**src/sv/crtr_pkg.sv**
```systemverilog
// ----------------------------------------------------------------------------
// crtr_pkg
// types and constants of the two-prime crt limb recombiner
// ----------------------------------------------------------------------------
`default_nettype none

package crtr_pkg;

  localparam int LIMB_WIDTH = 64;
  localparam int ACC_WIDTH  = 2 * LIMB_WIDTH;
  localparam int RES_WIDTH  = 31;
  localparam int CFG_WIDTH  = 62;
  localparam int IDX_WIDTH  = 3;
  localparam int OFS_WIDTH  = 7;
  localparam int DIV_WIDTH  = 63;
  localparam int CNT_WIDTH  = 6;

  localparam logic [IDX_WIDTH-1:0] REG_PRIME_ONE = 3'd0;
  localparam logic [IDX_WIDTH-1:0] REG_PRIME_TWO = 3'd1;
  localparam logic [IDX_WIDTH-1:0] REG_INVERSE   = 3'd2;
  localparam logic [IDX_WIDTH-1:0] REG_DIGIT     = 3'd3;
  localparam logic [IDX_WIDTH-1:0] REG_PROD      = 3'd4;
  localparam logic [IDX_WIDTH-1:0] REG_HALF      = 3'd5;

  typedef struct packed {
    logic [30:0] residue_p1;
    logic [30:0] residue_p2;
    logic        last_digit;
  } item_t;

  typedef struct packed {
    logic [63:0] pos_limb;
    logic [63:0] neg_limb;
    logic        last_limb;
  } result_t;

  typedef struct packed {
    logic [30:0] prime_one;
    logic [30:0] prime_two;
    logic [30:0] inverse_p1_mod_p2;
    logic [5:0]  digit_bits;
    logic [61:0] modulus_product;
    logic [60:0] half_modulus_product;
  } cfg_t;

  // classified digit handed from front to back
  typedef struct packed {
    logic [30:0] r1;
    logic [30:0] diff_mag;
    logic        diff_neg;
    logic        last;
  } digit_t;

  typedef struct packed {
    logic   avail;
    digit_t digit;
  } front_out_t;

endpackage

`default_nettype wire

```
**src/sv/crtr_front.sv**
```systemverilog
// ----------------------------------------------------------------------------
// crtr_front
// accepts digit residue pairs, forms r2 - r1 and queues them for the back
// ----------------------------------------------------------------------------
`default_nettype none

module crtr_front (
  input  wire logic                clk,
  input  wire logic                rst,
  input  wire logic                push,
  output logic                     full,
  input  wire crtr_pkg::item_t     item,
  output crtr_pkg::front_out_t     fout,
  input  wire logic                take
);
  import crtr_pkg::*;

  localparam int DEPTH = 2;

  digit_t      mem [DEPTH];
  logic        wr_ptr;
  logic        rd_ptr;
  logic [1:0]  count;
  logic        do_push;
  logic        do_pop;
  logic signed [31:0] diff;
  digit_t      cls;

  assign full    = (count == 2'(DEPTH));
  assign do_push = push && !full;
  assign do_pop  = take && (count != 2'd0);

  always_comb begin
    diff         = $signed({1'b0, item.residue_p2}) - $signed({1'b0, item.residue_p1});
    cls.r1       = item.residue_p1;
    cls.diff_neg = diff[31];
    cls.diff_mag = diff[31] ? 31'(-diff) : diff[30:0];
    cls.last     = item.last_digit;
  end

  always_ff @(posedge clk) begin
    if (do_push) begin
      mem[wr_ptr] <= cls;
    end
  end

  always_ff @(posedge clk) begin
    if (rst) begin
      wr_ptr <= 1'b0;
      rd_ptr <= 1'b0;
      count  <= 2'd0;
    end else begin
      if (do_push) wr_ptr <= !wr_ptr;
      if (do_pop) rd_ptr <= !rd_ptr;
      count <= count + 2'(do_push) - 2'(do_pop);
    end
  end

  assign fout.avail = (count != 2'd0);
  assign fout.digit = mem[rd_ptr];

endmodule

`default_nettype wire

```
**config.mk**
```make
export PLATFORM = sky130hd
export DESIGN_NAME = crtr_front
export DESIGN_NICKNAME = d
export VERILOG_FILES = /design/src/sv/crtr_pkg.sv /design/src/sv/crtr_front.sv
export SDC_FILE = /design/constraint.sdc
export NUM_CORES = 1
export LEC_CHECK = 0
export ABC_CLOCK_PERIOD_IN_PS = 4600
export BUFFER_PORTS_ARGS = -buffer_cell sky130_fd_sc_hd__buf_2
export CORE_MARGIN = 4
export CORE_UTILIZATION = 57
export DETAILED_ROUTE_END_ITERATION = 16
export HOLD_SLACK_MARGIN = 0.15
export PLACE_DENSITY_LB_ADDON = 0.08
export SLEW_MARGIN = 10
export SYNTH_ARGS = -nofsm -noshare
export SYNTH_HDL_FRONTEND = slang
export SYNTH_SLANG_ARGS = --single-unit
```
**constraint.sdc**
```tcl
create_clock -name clk -period 4.6 [get_ports clk]
set_input_delay 0.23 -clock clk [delete_from_list [all_inputs] [get_ports clk]]
set_output_delay 0.23 -clock clk [all_outputs]
set_load 0.02 [all_outputs]
```
Word level (Yosys, flattened, before mapping)
Memory sizes are Yosys's and may differ from the RTL's. A register that Yosys moved wholly into a read port is not among the register bits.
Cells that the tools add are included.

operators by class
  $add $sub $neg = 4
  reduce and logical (&&, ||, !) cells = 6
  equal/unequal tests = 1
  mux-type cells = 5

operators by type and width
  operator                                    count
  subtractor 31 x 31 -> 32 bit                1
  2-to-1 mux 31 bit                           1
  negator 31 bit                              1
  2-to-1 mux 1 bit                            4
  logical NOT 1 bit                           3
  adder 2 x 1 -> 2 bit                        1
  equality test 2 bit, second input constant  1
  logical AND 1 bit                           2
  nonzero test 2 bit                          1
  subtractor 2 x 1 -> 2 bit                   1

storage, ports and cells
  memory bits (writable) = 128
  logic and storage cells = 20
  bits of input ports = 67
  register bits after elaboration = 4
  output and inout port bits = 66
  memories kept = 1

memory list
  name  depth  width  rd ports  clocked after memory_dff  write ports  line              source
  mem   2      64     1         1                         1            crtr_front.sv:20  digit_t mem [DEPTH];

Depth between registers and ports, before layout
Gate-level depths: netlist of the first run.

  depth in word-level cells = 5
  depth in mapped cells = 15
  depth with buffers taken out = 13

Worst setup path after synthesis of the first run
Ideal clock, no wire load.

  path type = register to register
  start point = reg count[0]
  end point = mem mem[0][0] in the netlist's numbering (enable)
  buffers on the path = 0
  required time = 4114 ps
  path slack = 884 ps
  library setup time = 486 ps
  arrival time = 3230 ps
  period minus slack after synthesis = 3716 ps
  cell stages (with the launch flop) = 4
  path through = dfxtp_1 -> nand2b_1 -> nand2_1 -> nor2_1

on the way
  word-level cells in the longest chain between the ends = 5

RTL lines
  what                                    line              source
  from (decl)                             crtr_front.sv:23  logic [1:0] count;
  from (signal assigned)                  crtr_front.sv:55  count <= count + 2'(do_push) - 2'(do_pop);
  equality test 2 bit                     crtr_front.sv:29  assign full = (count == 2'(DEPTH));
  logical NOT 1 bit                       crtr_front.sv:30  assign do_push = push && !full;
  logical AND 1 bit                       crtr_front.sv:30
  2-to-1 mux 1 bit                        crtr_front.sv:42  if (do_push) begin
  2-to-1 mux 1 bit (implied by the code)  crtr_front.sv:43  mem[wr_ptr] <= cls;
  to (decl)                               crtr_front.sv:20

No other way between the ends.

==> results of run 1 <==
[what timing repair did]
| action | in CTS | in global routing |
|---|---|---|
| hold endpoints to repair | 69 | 0 |
| hold buffers | 33 | 0 |
| gates resized for setup | 0 | 0 |
[worst reg2reg max path, stage by stage, from the launching register on]
cell      delay (ns)
dfxtp_1         0.34
nand2b_1        0.15
nand2_1         0.15
nor2_4          0.76
buf_4           0.55
[cell families (layout without fill, tap and decap cells)]
family / count (synthesis) / count (layout)
AND/OR/NAND/NOR: 142 / 142
adder cells (fa/ha/maj): 35 / 35
XOR/XNOR: 56 / 56
flip-flops: 133 / 133
buffers and inverters: 58 / 241
AO/OA/AOI/OAI: 124 / 124
multiplexers: 66 / 66
[area by class of cell]
cell class | instances | area, sq um
Sequential cell | 133 | 3950
Tap cell | 172 | 215
Fill cell | 907 | 3540
Timing Repair Buffer | 170 | 1030
Multi-Input combinational cell | 423 | 3230
Clock inverter | 9 | 66.3
Inverter | 39 | 146
Clock buffer | 23 | 499
[cells in the final DEF (no fill, tap or decap), types with 19 or more instances in the layout]
cell type	n
xnor2_1	36
ha_1	34
buf_2	132
xor2_1	19
edfxtp_1	128
a21oi_1	44
mux2_2	64
nor2_1	29
dlygate4sd3_1	33
nand2_1	42
inv_1	39
o21ai_0	21
[through the flow]
| step | total power (W) | worst slack, ns |
|---|---|---|
| global route | 0.00471 | 0.362 |
| finish | 0.00447 | 0.521 |
| floorplan | 0.00279 | 0.884 |
| global placement | 0.00318 | 0.777 |
| detailed placement | 0.00322 | 0.712 |
| CTS | 0.00451 | 0.585 |
[where the power goes]
| part | switching, W | internal (W) |
|---|---|---|
| clock | 0.000494 | 0.000768 |
| sequential | 0.0000852 | 0.00163 |
| combinational | 0.000893 | 0.000602 |
[layer usage]
layer | vias to the layer above | part of all wire, %
li1 | 2642 | -
met1 | 2518 | 46
met2 | 135 | 49
met3 | 6 | 4.7
met4 | 0 | 0.53
met5 | - | 0
[state kept, by name (all words and copies together), names as in the netlist, named ones only]
name    cells
count       2
rd_ptr      1
mem       128
wr_ptr      1
[path summary, 6_finish.rpt]
kind	depth (start not counted)	end	from
setup / recovery	14	mem[1][23]$_DFFE_PP_	item[32]
hold / removal	4	rd_ptr$_SDFFE_PP0P_	take
setup reg to reg	4	mem[0][19]$_DFFE_PP_	count[0]$_SDFF_PP0_
hold reg to reg	2	rd_ptr$_SDFFE_PP0P_	rd_ptr$_SDFFE_PP0P_
==> flow_metrics.tcl, run 1 <==
set metrics [dict create \
    status "finished clean" \
    crit_type "input port to flop" \
    viasPerCell 5.47 \
    ff2ff_setup_slack_ns 2.29 \
    leakage_nw 3.65 \
    critPathTopFamily "simple AND/OR/NAND/NOR gates" \
    syn_avg_cell_area_sq_um 12.0 \
    grt_max_degree 40 \
    drc 0 \
    area_growth_pct 23.6 \
    tns_ns 0 \
    final_cell_count_no_fill 969 \
    synth-compound-area-share_pct 10.7 \
    required_ns 4.74 \
    yosysMostFrequentCell "edfxtp_1" \
    grt_util_all_layers_pct 22.3 \
    grt_first_pass_wirelength_microns 25800 \
    syn-num-nets 716 \
    place.gp.congestion 0.838 \
    gr-usage-met1_pct 30.7 \
    ys_seq_area_share_pct 53.4 \
    hpwl_microns 11500 \
    placed_cell_area_sq_mm 0.00823 \
    clock_sinks 133 \
    crit_buf_inv 2 \
    vias 5301 \
    finalHoldViolCount 0 \
    drive_above_1_share_pct 30.9 \
    yosys.area.top_type "edfxtp_1" \
    synth-main-ff-cell "edfxtp_1" \
    slew_headroom_pct 35.9 \
    synth.area.mux_share_pct 10.0 \
    antenna_found_initial 0 \
    syn_inst 614 \
    critPathSlowestCell "or4_1" \
    synthArstFlopShare_pct 0 \
    grt_util_met2_pct 35.8 \
    grt_overflow 0 \
    hold_ws_ns 0.286 \
    portBuffers 132 \
    coreArea_sq_mm 0.0127 \
    cpPeakStageDelay_ns 0.56 \
    worstSkewPairLatency_ns 0.41 \
    ir_drop_mv 0.317 \
    final_max_slew_viol_count 0 \
    clock_skew_ns 0.00587 \
    cts_tree "done" \
    fin_crit_ns 4.08 \
    worstPathCellList "dlygate4sd3_1 -> buf_2 -> ha_1 -> fa_1 -> nand2b_1 -> a21o_2 -> and2_4 -> xnor2_2 -> or4_1 -> or4b_1 -> nor3_2 -> and4_1 -> a21oi_1 -> xor2_1" \
    start_kind "input port" \
    pin_count 133 \
    num-nets-final 886 \
    fin_crit_sh_pct 88.7 \
    synthesis.area_sq_mm 0.00738 \
    clk_path_buf_depth 2 \
    dp_cells 904 \
    worst_slew_pin_slew_ns 0.959 \
    power_density_mw_per_mm2 490 \
    synth_edf_count 128 \
    yosys.area_share.simple_pct 10.1 \
    placementRows 41 \
    synth_cell_types 65 \
    stdcell_area_sq_mm 0.00913 \
    h-tree-depth 4 \
    diodes 0 \
    antenna_left 0 \
    synth_top_family_by_area "compound AO/OA/AOI/OAI gates" \
    rsz0062_at_grt "no" \
    routed_wl_microns 16000 \
    synth-seq-cells 133 \
    die_area_sq_mm 0.0148 \
    die_y_microns 122 \
    postLayoutCoreUtil_pct 72.0 \
    grt_use_met3_pct 5.85 \
    postCtsSetupRepairBufs 0 \
    clkTransAtPathRegs_ns 0.06 \
    setup_viol 0 \
    drt_iter0_drc 267 \
    start_util_pct 58.3 \
    cts-root-buf "clkbuf_16" \
    die_w_microns 122 \
    cts_made_buffers 17 \
    yosys-top-cells-count "edfxtp_1 (128), mux2_2 (64), a21oi_1 (44)" \
    detail_route.wl_per_cell_microns 16.5 \
    worstPathMaxFanout 6 \
    synth_top_cell_area_share_pct 52.1 \
    drtPass1Iterations 4 \
    hp-class "input port to flop" \
    synth_area_leaders "edfxtp_1 (52%), mux2_2 (9.8%), ha_1 (5.8%)" \
    arrival_ns 4.21 \
    yosysWarnings 0 \
    fmax_mhz 245 \
    synth_xor_area_share_pct 6.74 \
    grt_pass1_vias 5281 \
    synthAdderAreaFrac_pct 6.03 \
    end_kind "flop" \
    top_usage_layer "met2" \
    drv_cap 0 \
]
(Power assumes the default switching activity.)
==> run 2, diff against run 1 <==
==> constraint.sdc (replaced) <==
create_clock -name clk -period 4.6 [get_ports clk]
set_input_delay 0.92 -clock clk [delete_from_list [all_inputs] [get_ports clk]]
set_output_delay 0.92 -clock clk [all_outputs]
set_load 0.02 [all_outputs]
==> flow_metrics.tcl, run 2 (synthesized netlist as in run 1, its figures left out) <==
set metrics [dict create \
    reg_top3 "mem x128, count x2" \
    antenna_found_initial 0 \
    leakage_nw 3.57 \
    status "finished clean" \
    hp-class "flop to flop" \
    drc 0 \
    clock_skew_ns 0.00489 \
    hpwl_microns 11400 \
    grt_first_pass_wirelength_microns 25900 \
    die_w_microns 122 \
    placementRows 41 \
    antenna_left 0 \
    cts_tree "done" \
    area_growth_pct 20.5 \
    intPower_w 0.00307 \
    grt_util_all_layers_pct 22.5 \
    final_max_slew_viol_count 0 \
    critPathSlowestCell "or4b_1" \
    die_y_microns 122 \
    required_ns 4.75 \
    regMostFlops "mem" \
    detail_route.wl_per_cell_microns 16.8 \
    layout_commonest_cell "buf_2" \
    holdBufCountCts 0 \
    slew_headroom_pct 40.5 \
    grt_pass1_vias 5305 \
    start_kind "input port" \
    n_fill_cell 918 \
    dp_cells 911 \
    pin_count 133 \
    worstPathCellList "buf_2 -> ha_1 -> fa_1 -> nand2b_1 -> a21o_2 -> and2_4 -> xnor2_2 -> or4_1 -> or4b_1 -> nor3_2 -> and4_1 -> a31oi_1 -> xnor2_1" \
    routed_wl_microns 15800 \
    multi_input_area_sq_mm 0.00323 \
    worstSkewPairLatency_ns 0.41 \
    power_frac_seq_pct 37.6 \
    postCtsSetupRepairBufs 0 \
    cts_resized 0 \
    die_area_sq_mm 0.0148 \
    arrival_ns 4.27 \
    sw_frac_of_total_pct 32.5 \
    crit_type "input port to flop" \
    drv_cap 0 \
    cts_made_buffers 17 \
    hold_ws_ns 0.531 \
    vias 5243 \
    drive_above_1_share_pct 32.8 \
    regArea_sq_mm 0.00395 \
    grt_overflow 0 \
    clk_path_buf_depth 2 \
    clkPwrFrac_pct 29.7 \
    coreArea_sq_mm 0.0127 \
    largest_reg_flops 128 \
    fmax_mhz 243 \
    drtPass1Iterations 5 \
    start_util_pct 58.3 \
    viasPerCell 5.56 \
    layout_common_cells "buf_2 (132), edfxtp_1 (128), mux2_2 (64), a21oi_1 (44), nand2_1 (42)" \
    cts-root-buf "clkbuf_16" \
    clkTransAtPathRegs_ns 0.06 \
    setup_slack_ns 0.485 \
    place.gp.congestion 0.860 \
    tns_ns 0 \
    grt_max_degree 65 \
    worstPathMaxFanout 6 \
    cpPeakStageDelay_ns 0.55 \
    setup_viol 0 \
    fin_crit_ns 4.11 \
    finalHoldViolCount 0 \
    power_w 0.00455 \
    dp_worst_setup_slack_ns 0.0675 \
    ir_drop_mv 0.265 \
    diodes 0 \
    num-nets-final 860 \
    power_density_mw_per_mm2 512 \
    drt_iter0_drc 424 \
    end_kind "flop" \
    fin_crit_sh_pct 89.5 \
    rsz0062_at_grt "no" \
    h-tree-depth 4 \
    p_comb_share_pct 32.6 \
    clock_sinks 133 \
    portBuffers 132 \
    worst_slew_pin_slew_ns 0.893 \
    final_cell_count_no_fill 943 \
    power_switching_w 0.00148 \
]
==> run 2: changes by cell type in the layout (fill, tap and decap cells not counted) <==
cell	before	now
clkinv_4	2	1
clkbuf_8	3	0
buf_4	5	12
inv_6	3	2
clkinv_2	3	4
dlygate4sd3_1	33	0
clkbuf_16	18	22
==> run 2: final timing paths <==
check                 startpoint                    to  slack (ns)  depth (start not counted)
max reg2reg  count[0]$_SDFF_PP0_  mem[0][42]$_DFFE_PP_        2.77                          4
min reg2reg  rd_ptr$_SDFFE_PP0P_   rd_ptr$_SDFFE_PP0P_        0.53                          2
max                     item[32]  mem[1][31]$_DFFE_PP_        0.49                         13
min          rd_ptr$_SDFFE_PP0P_   rd_ptr$_SDFFE_PP0P_        0.53                          2
==> run 2: metrics by stage <==
| step | instance area (sq um) | util (%) |
|---|---|---|
| finish | 8900 | 70.2 |
| global route | 8900 | 70.2 |
| detailed placement | 8280 | 65.4 |
| CTS | 8900 | 70.2 |
| global placement | 8280 | 65.4 |
| floorplan | 7380 | - |
==> run 2: power by group through the flow <==
stage          logic, W  registers, W  clock network [W]
6_report        0.00148       0.00171            0.00135
5_1_grt         0.00162       0.00174            0.00144
4_1_cts         0.00150       0.00172            0.00138
3_5_place_dp    0.00148       0.00174                  0
3_3_place_gp    0.00146       0.00172                  0
2_1_floorplan   0.00109       0.00170                  0
==> run 2: cell type report <==
| class | count | area share (%) |
|---|---|---|
| timing repair buffer | 144 | 8.44 |
| clock inverter | 8 | 0.605 |
| multi-input combinational | 423 | 36.3 |
| sequential | 133 | 44.3 |
| inverter | 39 | 1.65 |
| clock buffer | 24 | 6.27 |
| tap | 172 | 2.42 |
==> run 2: worst max-delay path: cells and delay by family <==
kind	cells	cell delay [ns]
xor gates and xnor gates	2	0.28
and+or+nand+nor	6	1.99
buffers and inverters	1	0.12
adders and majority gates	2	0.59
AOI/OAI and AO/OA	2	0.36
==> run 2: routing by layer <==
metal  vias to the layer above  GRT usage, %  routed length [microns]
li1                       2580             -                        -
met1                      2503          30.0                     7200
met2                       144          36.3                     7590
met3                        16          6.17                      819
met4                         0          6.37                      219
met5                         -             0                        0
