==> src/sv/crtr_pkg.sv <==
// ----------------------------------------------------------------------------
// crtr_pkg
// types and constants of the two-prime crt limb recombiner
// ----------------------------------------------------------------------------
`default_nettype none

package crtr_pkg;

  localparam int LIMB_WIDTH = 64;
  localparam int ACC_WIDTH  = 2 * LIMB_WIDTH;
  localparam int RES_WIDTH  = 31;
  localparam int CFG_WIDTH  = 62;
  localparam int IDX_WIDTH  = 3;
  localparam int OFS_WIDTH  = 7;
  localparam int DIV_WIDTH  = 63;
  localparam int CNT_WIDTH  = 6;

  localparam logic [IDX_WIDTH-1:0] REG_PRIME_ONE = 3'd0;
  localparam logic [IDX_WIDTH-1:0] REG_PRIME_TWO = 3'd1;
  localparam logic [IDX_WIDTH-1:0] REG_INVERSE   = 3'd2;
  localparam logic [IDX_WIDTH-1:0] REG_DIGIT     = 3'd3;
  localparam logic [IDX_WIDTH-1:0] REG_PROD      = 3'd4;
  localparam logic [IDX_WIDTH-1:0] REG_HALF      = 3'd5;

  typedef struct packed {
    logic [30:0] residue_p1;
    logic [30:0] residue_p2;
    logic        last_digit;
  } item_t;

  typedef struct packed {
    logic [63:0] pos_limb;
    logic [63:0] neg_limb;
    logic        last_limb;
  } result_t;

  typedef struct packed {
    logic [30:0] prime_one;
    logic [30:0] prime_two;
    logic [30:0] inverse_p1_mod_p2;
    logic [5:0]  digit_bits;
    logic [61:0] modulus_product;
    logic [60:0] half_modulus_product;
  } cfg_t;

  // classified digit handed from front to back
  typedef struct packed {
    logic [30:0] r1;
    logic [30:0] diff_mag;
    logic        diff_neg;
    logic        last;
  } digit_t;

  typedef struct packed {
    logic   avail;
    digit_t digit;
  } front_out_t;

endpackage

`default_nettype wire

==> src/sv/crtr_res_queue.sv <==
// ----------------------------------------------------------------------------
// crtr_res_queue
// result queue between the back end and the output side
// ----------------------------------------------------------------------------
`default_nettype none

module crtr_res_queue (
  input  wire logic               clk,
  input  wire logic               rst,
  input  wire logic               wr,
  input  wire crtr_pkg::result_t  wr_data,
  output logic                    qfull,
  output logic                    empty,
  input  wire logic               pop,
  output crtr_pkg::result_t       result
);
  import crtr_pkg::*;

  localparam int DEPTH = 4;

  result_t     mem [DEPTH];
  logic [1:0]  wr_ptr;
  logic [1:0]  rd_ptr;
  logic [2:0]  count;
  logic        do_wr;
  logic        do_rd;

  assign qfull  = (count == 3'(DEPTH));
  assign empty  = (count == 3'd0);
  assign do_wr  = wr && !qfull;
  assign do_rd  = pop && !empty;
  assign result = mem[rd_ptr];

  always_ff @(posedge clk) begin
    if (do_wr) begin
      mem[wr_ptr] <= wr_data;
    end
  end

  always_ff @(posedge clk) begin
    if (rst) begin
      wr_ptr <= '0;
      rd_ptr <= '0;
      count  <= '0;
    end else begin
      if (do_wr) wr_ptr <= wr_ptr + 2'd1;
      if (do_rd) rd_ptr <= rd_ptr + 2'd1;
      count <= count + 3'(do_wr) - 3'(do_rd);
    end
  end

endmodule

`default_nettype wire

==> config.mk <==
export PLATFORM = sky130hd
export DESIGN_NAME = crtr_res_queue
export DESIGN_NICKNAME = d
export VERILOG_FILES = /design/src/sv/crtr_pkg.sv /design/src/sv/crtr_res_queue.sv
export SDC_FILE = /design/constraint.sdc
export NUM_CORES = 1
export LEC_CHECK = 0
export BUFFER_PORTS_ARGS = -buffer_cell sky130_fd_sc_hd__buf_2
export CAP_MARGIN = 20
export CORE_ASPECT_RATIO = 0.7
export CORE_UTILIZATION = 36
export DETAILED_ROUTE_END_ITERATION = 10
export SLEW_MARGIN = 20
export SYNTH_ARGS = -nofsm -noshare
export SYNTH_HDL_FRONTEND = slang
export SYNTH_SLANG_ARGS = --single-unit
==> constraint.sdc <==
create_clock -name clk -period 4 [get_ports clk]
set_input_delay 0.2 -clock clk [delete_from_list [all_inputs] [get_ports clk]]
set_output_delay 0.2 -clock clk [all_outputs]
set_load 0.01 [all_outputs]
# After elaboration in Yosys (flattened, before gate mapping)
# Memories as Yosys holds them, arrays and structs flattened. A register that Yosys moved wholly into a read port is not among the register bits.
# Index checks and enable logic that the tools add are counted.
[classes] mux=4 n_reduce_logical=5 eq_ne=1 n_addsub=4
[op_table] cell="$add A2 B1 Y2 const B" count=2
[op_table] cell="$mux W2" count=2
[op_table] cell="$add A3 B1 Y3" count=1
[op_table] cell="$eq A3 B3 Y1 const B" count=1
[op_table] cell="$logic_not A3 Y1" count=1
[op_table] cell="$sub A3 B1 Y3" count=1
[op_table] cell="$logic_and A1 B1 Y1" count=2
[op_table] cell="$logic_not A1 Y1" count=2
[op_table] cell="$mux W1" count=2
[word_totals] wordCells=18 output_inout_bits=131 memories=1 mem_bits_rw=516 reg_bits=7
[mem_list] memory="mem" depth=4 width=129 rd=1 rd_ports_with_merged_regs=1 write_ports=1 line_no="crtr_res_queue.sv:21" text="result_t mem [DEPTH];"

# Depth between registers and ports, before layout
# Gate-level depths: netlist (run 1).
[depth] word_depth=5 depth_mapped=10 mapped_depth_nobuf=10

# Worst setup path before layout (run 1)
# OpenSTA, ideal clock, no wires.
[synth_path] kind="flip-flop to flip-flop" start="register count[2]" end="memory mem[1][0] (netlist name) (enable)" required_ps=3497 setup_ps=503 synth_period_minus_slack_ps=4267 setup_slack_ps=-267 t_arrival_ps=3763 path_buffers=0 path_stages_with_launch=4 path_cell_list="dfxtp_1 nor3b_1 nor2_1 and2_1"
[synth_between] elab_chain_cells=5
[synth_lines] element="start: declaration" line_no="crtr_res_queue.sv:24" text="logic [2:0] count;"
[synth_lines] element="start signal: assignment" line_no="crtr_res_queue.sv:48" text="count <= count + 3'(do_wr) - 3'(do_rd);"
[synth_lines] element="$eq A3 B3 Y1" line_no="crtr_res_queue.sv:28" text="assign qfull = (count == 3'(DEPTH));"
[synth_lines] element="via qfull" line_no="crtr_res_queue.sv:12" text="output logic qfull,"
[synth_lines] element="$logic_not A1 Y1" line_no="crtr_res_queue.sv:30" text="assign do_wr = wr && !qfull;"
[synth_lines] element="$logic_and A1 B1 Y1" line_no="crtr_res_queue.sv:30"
[synth_lines] element="$mux W1" line_no="crtr_res_queue.sv:35" text="if (do_wr) begin"
[synth_lines] element="$mux W1 (implied by the code)" line_no="crtr_res_queue.sv:36" text="mem[wr_ptr] <= wr_data;"
[synth_lines] element="end: declaration" line_no="crtr_res_queue.sv:21"
# The timed path passes the listed nets, and every way through them passes these cells.

==> results of run 1 <==
## routing by layer
layer / global-route usage [%] / vias up / part of all wire (%)
met5: 0 / - / 0.12
met3: 4.36 / 59 / 6.8
met2: 22.9 / 245 / 47
li1: - / 3999 / -
met4: 3.56 / 6 / 1.5
met1: 19.9 / 4770 / 44
## power breakdown
part	internal, W	switching [W]	leakage (nW)	total (W)
logic	0.00157	0.00166	2.53	0.00322
clock network	0.00291	0.00201	0.839	0.00491
registers	0.00660	0.000168	4.80	0.00677
total	0.0111	0.00383	8.18	0.0149
## worst register-to-register path, stage by stage, from the launching register on
cell,delay [ps]
dfxtp_1,340
nor3b_1,180
nor2_1,330
inv_1,90
ha_1,290
inv_1,40
ha_1,190
fa_1,410
xnor2_1,180
xnor2_1,140
nor2_1,50
## repair_timing
action | CTS | global route
gates resized for setup | 0 | 0
hold buffers | 133 | 0
hold endpoints to repair | 524 | 0
## layout make-up
class / count / area share (%)
multi-input combinational: 162 / 13.0
clock buffer: 60 / 5.64
timing repair buffer: 412 / 11.9
inverter: 8 / 0.123
sequential: 525 / 64.4
antenna: 1 / 0.0103
clock inverter: 32 / 1.44
tap: 684 / 3.51
## stage by stage
stage	utilization (%)	total power, W	cells
after global placement	40.8	0.0101	1658
final	46.6	0.0149	1884
after floorplan	-	0.00890	724
after CTS	46.6	0.0152	1883
after global routing	46.6	0.0156	1883
after detailed placement	40.8	0.0101	1658
## worst max-delay path by stage
stage / to / startpoint / slack [ps] / cells past startpoint
after floorplan: mem[0][0]$_DFFE_PP_ / count[2]$_SDFF_PP0_ / 1160 / 3
after global placement: mem[1][38]$_DFFE_PP_ / count[2]$_SDFF_PP0_ / 1660 / 4
after detailed placement: mem[1][60]$_DFFE_PP_ / count[2]$_SDFF_PP0_ / 1610 / 4
after CTS: result[96] / flop / 1240 / 3
after global routing: result[2] / flop / 1160 / 3
final: result[96] / flop / 1340 / 3
## Yosys cell counts
| library cell | instances | area share (%) |
|---|---|---|
| o21ai_0 | 2 | 0.052 |
| ha_1 | 6 | 0.39 |
| nor3_1 | 1 | 0.026 |
| or3_1 | 2 | 0.066 |
| xor2_1 | 1 | 0.046 |
| dfxtp_1 | 9 | 0.94 |
| nor3b_1 | 1 | 0.039 |
| edfxtp_1 | 516 | 81 |
| a21oi_1 | 2 | 0.052 |
| fa_1 | 1 | 0.10 |
| mux2i_1 | 1 | 0.052 |
| nand2b_1 | 2 | 0.066 |
| and2_1 | 4 | 0.13 |
| buf_6 | 13 | 0.77 |
| buf_2 | 10 | 0.26 |
| clkbuf_1 | 4 | 0.079 |
| buf_4 | 2 | 0.079 |
| xnor2_1 | 2 | 0.092 |
| o31ai_1 | 1 | 0.039 |
| nand2_1 | 1 | 0.020 |
| mux4_2 | 129 | 15 |
| inv_1 | 8 | 0.16 |
| nor2_1 | 4 | 0.079 |
| nor2b_1 | 2 | 0.066 |
## state kept, by name, summed over array words and instances, names as in the netlist, named ones only
signal / flops
rd_ptr: 2
mem: 516
wr_ptr: 2
count: 3
## kinds of logic after synthesis
family / after synthesis / synth area share [%]
fa+ha+maj: 7 / 0.498
mux: 130 / 15.3
buf+inv: 37 / 1.34
compound gates: 5 / 0.144
xor+xnor: 3 / 0.138
simple gates: 17 / 0.491
flops: 525 / 82.1
==> flow_summary_export.csv, run 1 <==
group,metric,value,unit
sta,slew-limit-headroom,41.5,%
clocking,cts_sinks,525,
place,port_buffers,263,
worst_setup_path,worstPathRequired,3800,ps
job,maxCapViolations,0,
sta,tightest_slew,878,ps
global_routing,grt_max_degree,88,
cells_and_area,area_growth,27.7,%
cells_and_area,fillers,4285,
clocking,clockBufferDepth,3,
sta,setup_ws,1340,ps
drt,drt_wl_total,38800,um
yosys,ys_seq_area_share,82.1,%
cells_and_area,multiInputGateArea,3170,um2
global_routing,antenna_found_initial,3,
drt,vias,9079,
clocking,cts.htree.levels,2,
cells_and_area,regArea,15700,um2
worst_setup_path,cpLargestDelayFamily,"flip-flops",
power,ir_worst_vdd,344,uV
hold_path,hold_path_depth,2,
global_routing,grt_util_all_layers,14.5,%
worst_setup_path,critPathMaxStageDelay,670,ps
floorplanning,die_x,277,um
worst_setup_path,reg2reg_depth,10,
clocking,clkTransAtPathRegs,60,ps
power,power_leakage,8.18,nW
worst_setup_path,worstSetupPathType,"reg2out",
yosys,yosys.cell_types.count,24,
sta,max_freq,376,MHz
clocking,cts_buffers,50,
drt,viasPerCell,4.82,
place,pre_cts_ws,1610,ps
place,gp_congestion,0.721,
clocking,root_buffer,"clkbuf_16",
floorplanning,core_area,52300,um2
sta,worst_hold_slack,354,ps
sta,setup_viol,0,
yosys,ys_warn_count,0,
clocking,post_cts_buffers,0,
cells_and_area,final_area,24400,um2
cells_and_area,final_cell_mix,"516 x edfxtp_1, 263 x buf_2, 133 x dlygate4sd3_1",
run_status,outcome,"finished clean",
worst_setup_path,end_kind,"output pin",
sta,timing.final.crit_period,2660,ps
worst_setup_path,cp_max_fo,46,
hold_path,hold_path_end,"mem[2][18]$_DFFE_PP_",
floorplanning,die_h,195,um
sta,period_share,66.5,%
drt,wire_per_inst,20.6,um
yosys,ys_ff_latch,525,
worst_setup_path,r2r_start,"count[2]$_SDFF_PP0_",
worst_setup_path,cp-start-kind,"flop",
cells_and_area,drive_gt1_share,40.8,%
sta,hold_violations,0,
global_routing,grt_pass1_wl,59600,um
drt,first_iter_violations,469,
sta,tns,0,ps
yosys,synthesis.area,19100,um2
worst_setup_path,crit_path_top_delay_cell,"dfxtp_4",
worst_setup_path,crit_buf_inv,2,
sta,clock-skew-final,21.8,ps
floorplanning,die-area,54000,um2
global_routing,gr-total-overflow,0,
place,hpwl,21900,um
global_routing,grt_pass1_vias,9985,
clocking,clock_latency,590,ps
sta,slew_viol_final,0,
sta,rsz0062_at_grt,"false",
floorplanning,boundaryPins,264,
worst_setup_path,crit_chain,"buf_12 -> mux4_2 -> buf_2",
clocking,cts_tree,"done",
worst_setup_path,worstReg2RegEnd,"count[2]$_SDFF_PP0_",
floorplanning,initial_core_util,36.5,%
power,p_per_area,612,nW/um2
cells_and_area,nets,1299,
cells_and_area,mostFrequentLayoutCell,"edfxtp_1",
worst_setup_path,worst_ep_arrival_time,2460,ps
floorplanning,row_count,70,
drt,drc_errors,0,
yosys,synthCells,724,
drt,antenna_left,0,
place,place_area,21300,um2
worst_setup_path,regToRegSetupSlack,1660,ps
yosys,synth_nets,864,
yosys,avgSynthCellArea,26.4,um2
drt,drt_first_pass_iters,4,
hold_path,min-delay-start,"wr_data[18]",
hold_path,hp-class,"in2reg",
No activity file was read; power rests on OpenSTA's default activity.
==> inputs of run 2 (changes only) <==
- clock period: 4 -> 2.28 ns (I/O delays scaled with it)
==> run 2 against run 1 <==
Against the previous run:
- count of clock-buffer cells in the layout is 8 higher
- clock skew down 1.2 ps
- largest power group unchanged
- worst setup slack got worse by 1200 ps
- core utilization grew 0.59 points
- global-route usage is essentially flat
- total power grew 74%
- sequential cell count stayed put
- routed wire length shrank 0.45%
- first-iteration DRC count down 1.7%
- combinational power up 88%
- die area unchanged
==> flow_summary_export.csv, run 2 (same netlist as run 1, synthesis figures left out) <==
group,metric,value,unit
run_status,outcome,"finished clean",
power,ir_worst_vdd,720,uV
sta,period_share,95.8,%
clocking,root_buffer,"clkbuf_16",
place,hpwl,23500,um
clocking,cts_tree,"done",
worst_setup_path,end_kind,"output pin",
cells_and_area,top_regs,"mem: 516 flops, count: 3 flops",
global_routing,grt_util_all_layers,14.6,%
job,maxCapViolations,0,
sta,slew-limit-headroom,68.0,%
drt,first_iter_violations,461,
floorplanning,row_count,70,
global_routing,antenna_found_initial,3,
place,gp_congestion,0.720,
cells_and_area,drive_gt1_share,41.8,%
cells_and_area,regArea,15700,um2
clocking,clock_latency,590,ps
sta,max_freq,458,MHz
clocking,clockBufferDepth,3,
floorplanning,die-area,54000,um2
power,power_leakage,8.32,nW
global_routing,grt_pass1_wl,59700,um
power,p_per_area,1050,nW/um2
sta,setup_viol,0,
drt,drt_first_pass_iters,4,
worst_setup_path,cp-start-kind,"flop",
hold_path,hp-class,"in2reg",
drt,viasPerCell,4.75,
worst_setup_path,worstPathRequired,2170,ps
floorplanning,die_h,195,um
cells_and_area,fillers,4303,
global_routing,grt_max_degree,57,
global_routing,gr-total-overflow,0,
global_routing,grt_pass1_vias,10000,
place,dp_cells,1682,
sta,clock-skew-final,20.6,ps
sta,hold_violations,0,
sta,timing.final.crit_period,2180,ps
cells_and_area,mostFrequentLayoutCell,"edfxtp_1",
sta,rsz0062_at_grt,"true",
power,total_power,0.0260,W
sta,worst_hold_slack,275,ps
cells_and_area,final_cells,1911,
drt,wire_per_inst,20.2,um
floorplanning,initial_core_util,36.5,%
drt,drt_wl_total,38600,um
cells_and_area,multiInputGateArea,3180,um2
floorplanning,die_x,277,um
drt,vias,9072,
cells_and_area,largest_reg_flops,516,
clocking,clkTransAtPathRegs,60,ps
cells_and_area,final_cell_mix,"516 x edfxtp_1, 260 x buf_2, 133 x dlygate4sd3_1",
drt,drc_errors,0,
cells_and_area,top_register,"mem",
floorplanning,boundaryPins,264,
clocking,cts_sinks,525,
clocking,cts_buffers,51,
sta,slew_viol_final,0,
place,port_buffers,263,
cells_and_area,nets,1328,
clocking,cts.htree.levels,2,
cells_and_area,antenna_cells,0,
floorplanning,core_area,52300,um2
cells_and_area,area_growth,29.3,%
drt,antenna_left,0,
worst_setup_path,worstSetupPathType,"reg2out",
worst_setup_path,worst_ep_arrival_time,2070,ps
sta,tightest_slew,480,ps
worst_setup_path,cp_max_fo,37,
[run 2: changes by cell type in the layout (fill, tap and decap cells not counted), moves of 3 or more]
cell	delta
clkbuf_1	+9
buf_4	+14
buf_6	+3
buf_12	+12
buf_2	-3
bufinv_16	-3
[run 2: final timing paths]
path	start	end	slack [ps]	depth (start not counted)
setup reg to reg	count[2]$_SDFF_PP0_	count[2]$_SDFF_PP0_	160	10
hold / removal	wr_data[119]	mem[1][119]$_DFFE_PP_	270	2
hold reg to reg	rd_ptr[1]$_SDFFE_PP0P_	flop	490	2
setup / recovery	flop	result[85]	100	3
[run 2: worst max-delay path: stages (launching register included)]
cell and delay [ps]:
dfxtp_4 420, buf_16 260, mux4_2 610, buf_6 150
[run 2: through the flow]
| step | TNS (ps) | cell area [um2] | setup slack (ps) | util, % |
|---|---|---|---|---|
| global placement | 0 | 21700 | 142 | 41.4 |
| CTS | 0 | 24600 | 6.76 | 47.1 |
| floorplan | -288440 | 19100 | -559 | - |
| detailed placement | 0 | 21700 | 72.3 | 41.4 |
| finish | 0 | 24700 | 95.4 | 47.2 |
| global route | -69.4 | 24700 | -26.1 | 47.2 |
[run 2: layout make-up]
class                   instances  area share (%)
clock buffers                  68            5.56
clock inverters                24           0.948
inverters                       8           0.122
multi-input cells             162            12.9
flip-flops and latches        525            63.6
well taps                     684            3.47
repair buffers                440            13.5
[run 2: what timing repair did]
| item | in CTS | in global routing |
|---|---|---|
| pin swaps | 0 | 0 |
| cloned | 0 | 0 |
| endpoints found under the hold margin | 525 | 0 |
| resized for setup | 1 | 7 |
| hold buffers | 133 | 0 |
| setup buffers | 3 | 1 |
| endpoints found under the setup margin | 13 | 26 |
[run 2: per-layer routing]
layer / vias to the layer above / GRT usage, % / wire, um
li1: 4056 / - / -
met1: 4706 / 19.2 / 16600
met2: 242 / 22.9 / 18100
met3: 62 / 5.35 / 3120
met4: 6 / 3.62 / 678
met5: - / 0 / 37
[run 2: power breakdown]
part / internal [W] / switching, W / leakage [nW]
combinational: 0.00308 / 0.00297 / 2.74
clock: 0.00468 / 0.00343 / 0.780
sequential: 0.0116 / 0.000256 / 4.80
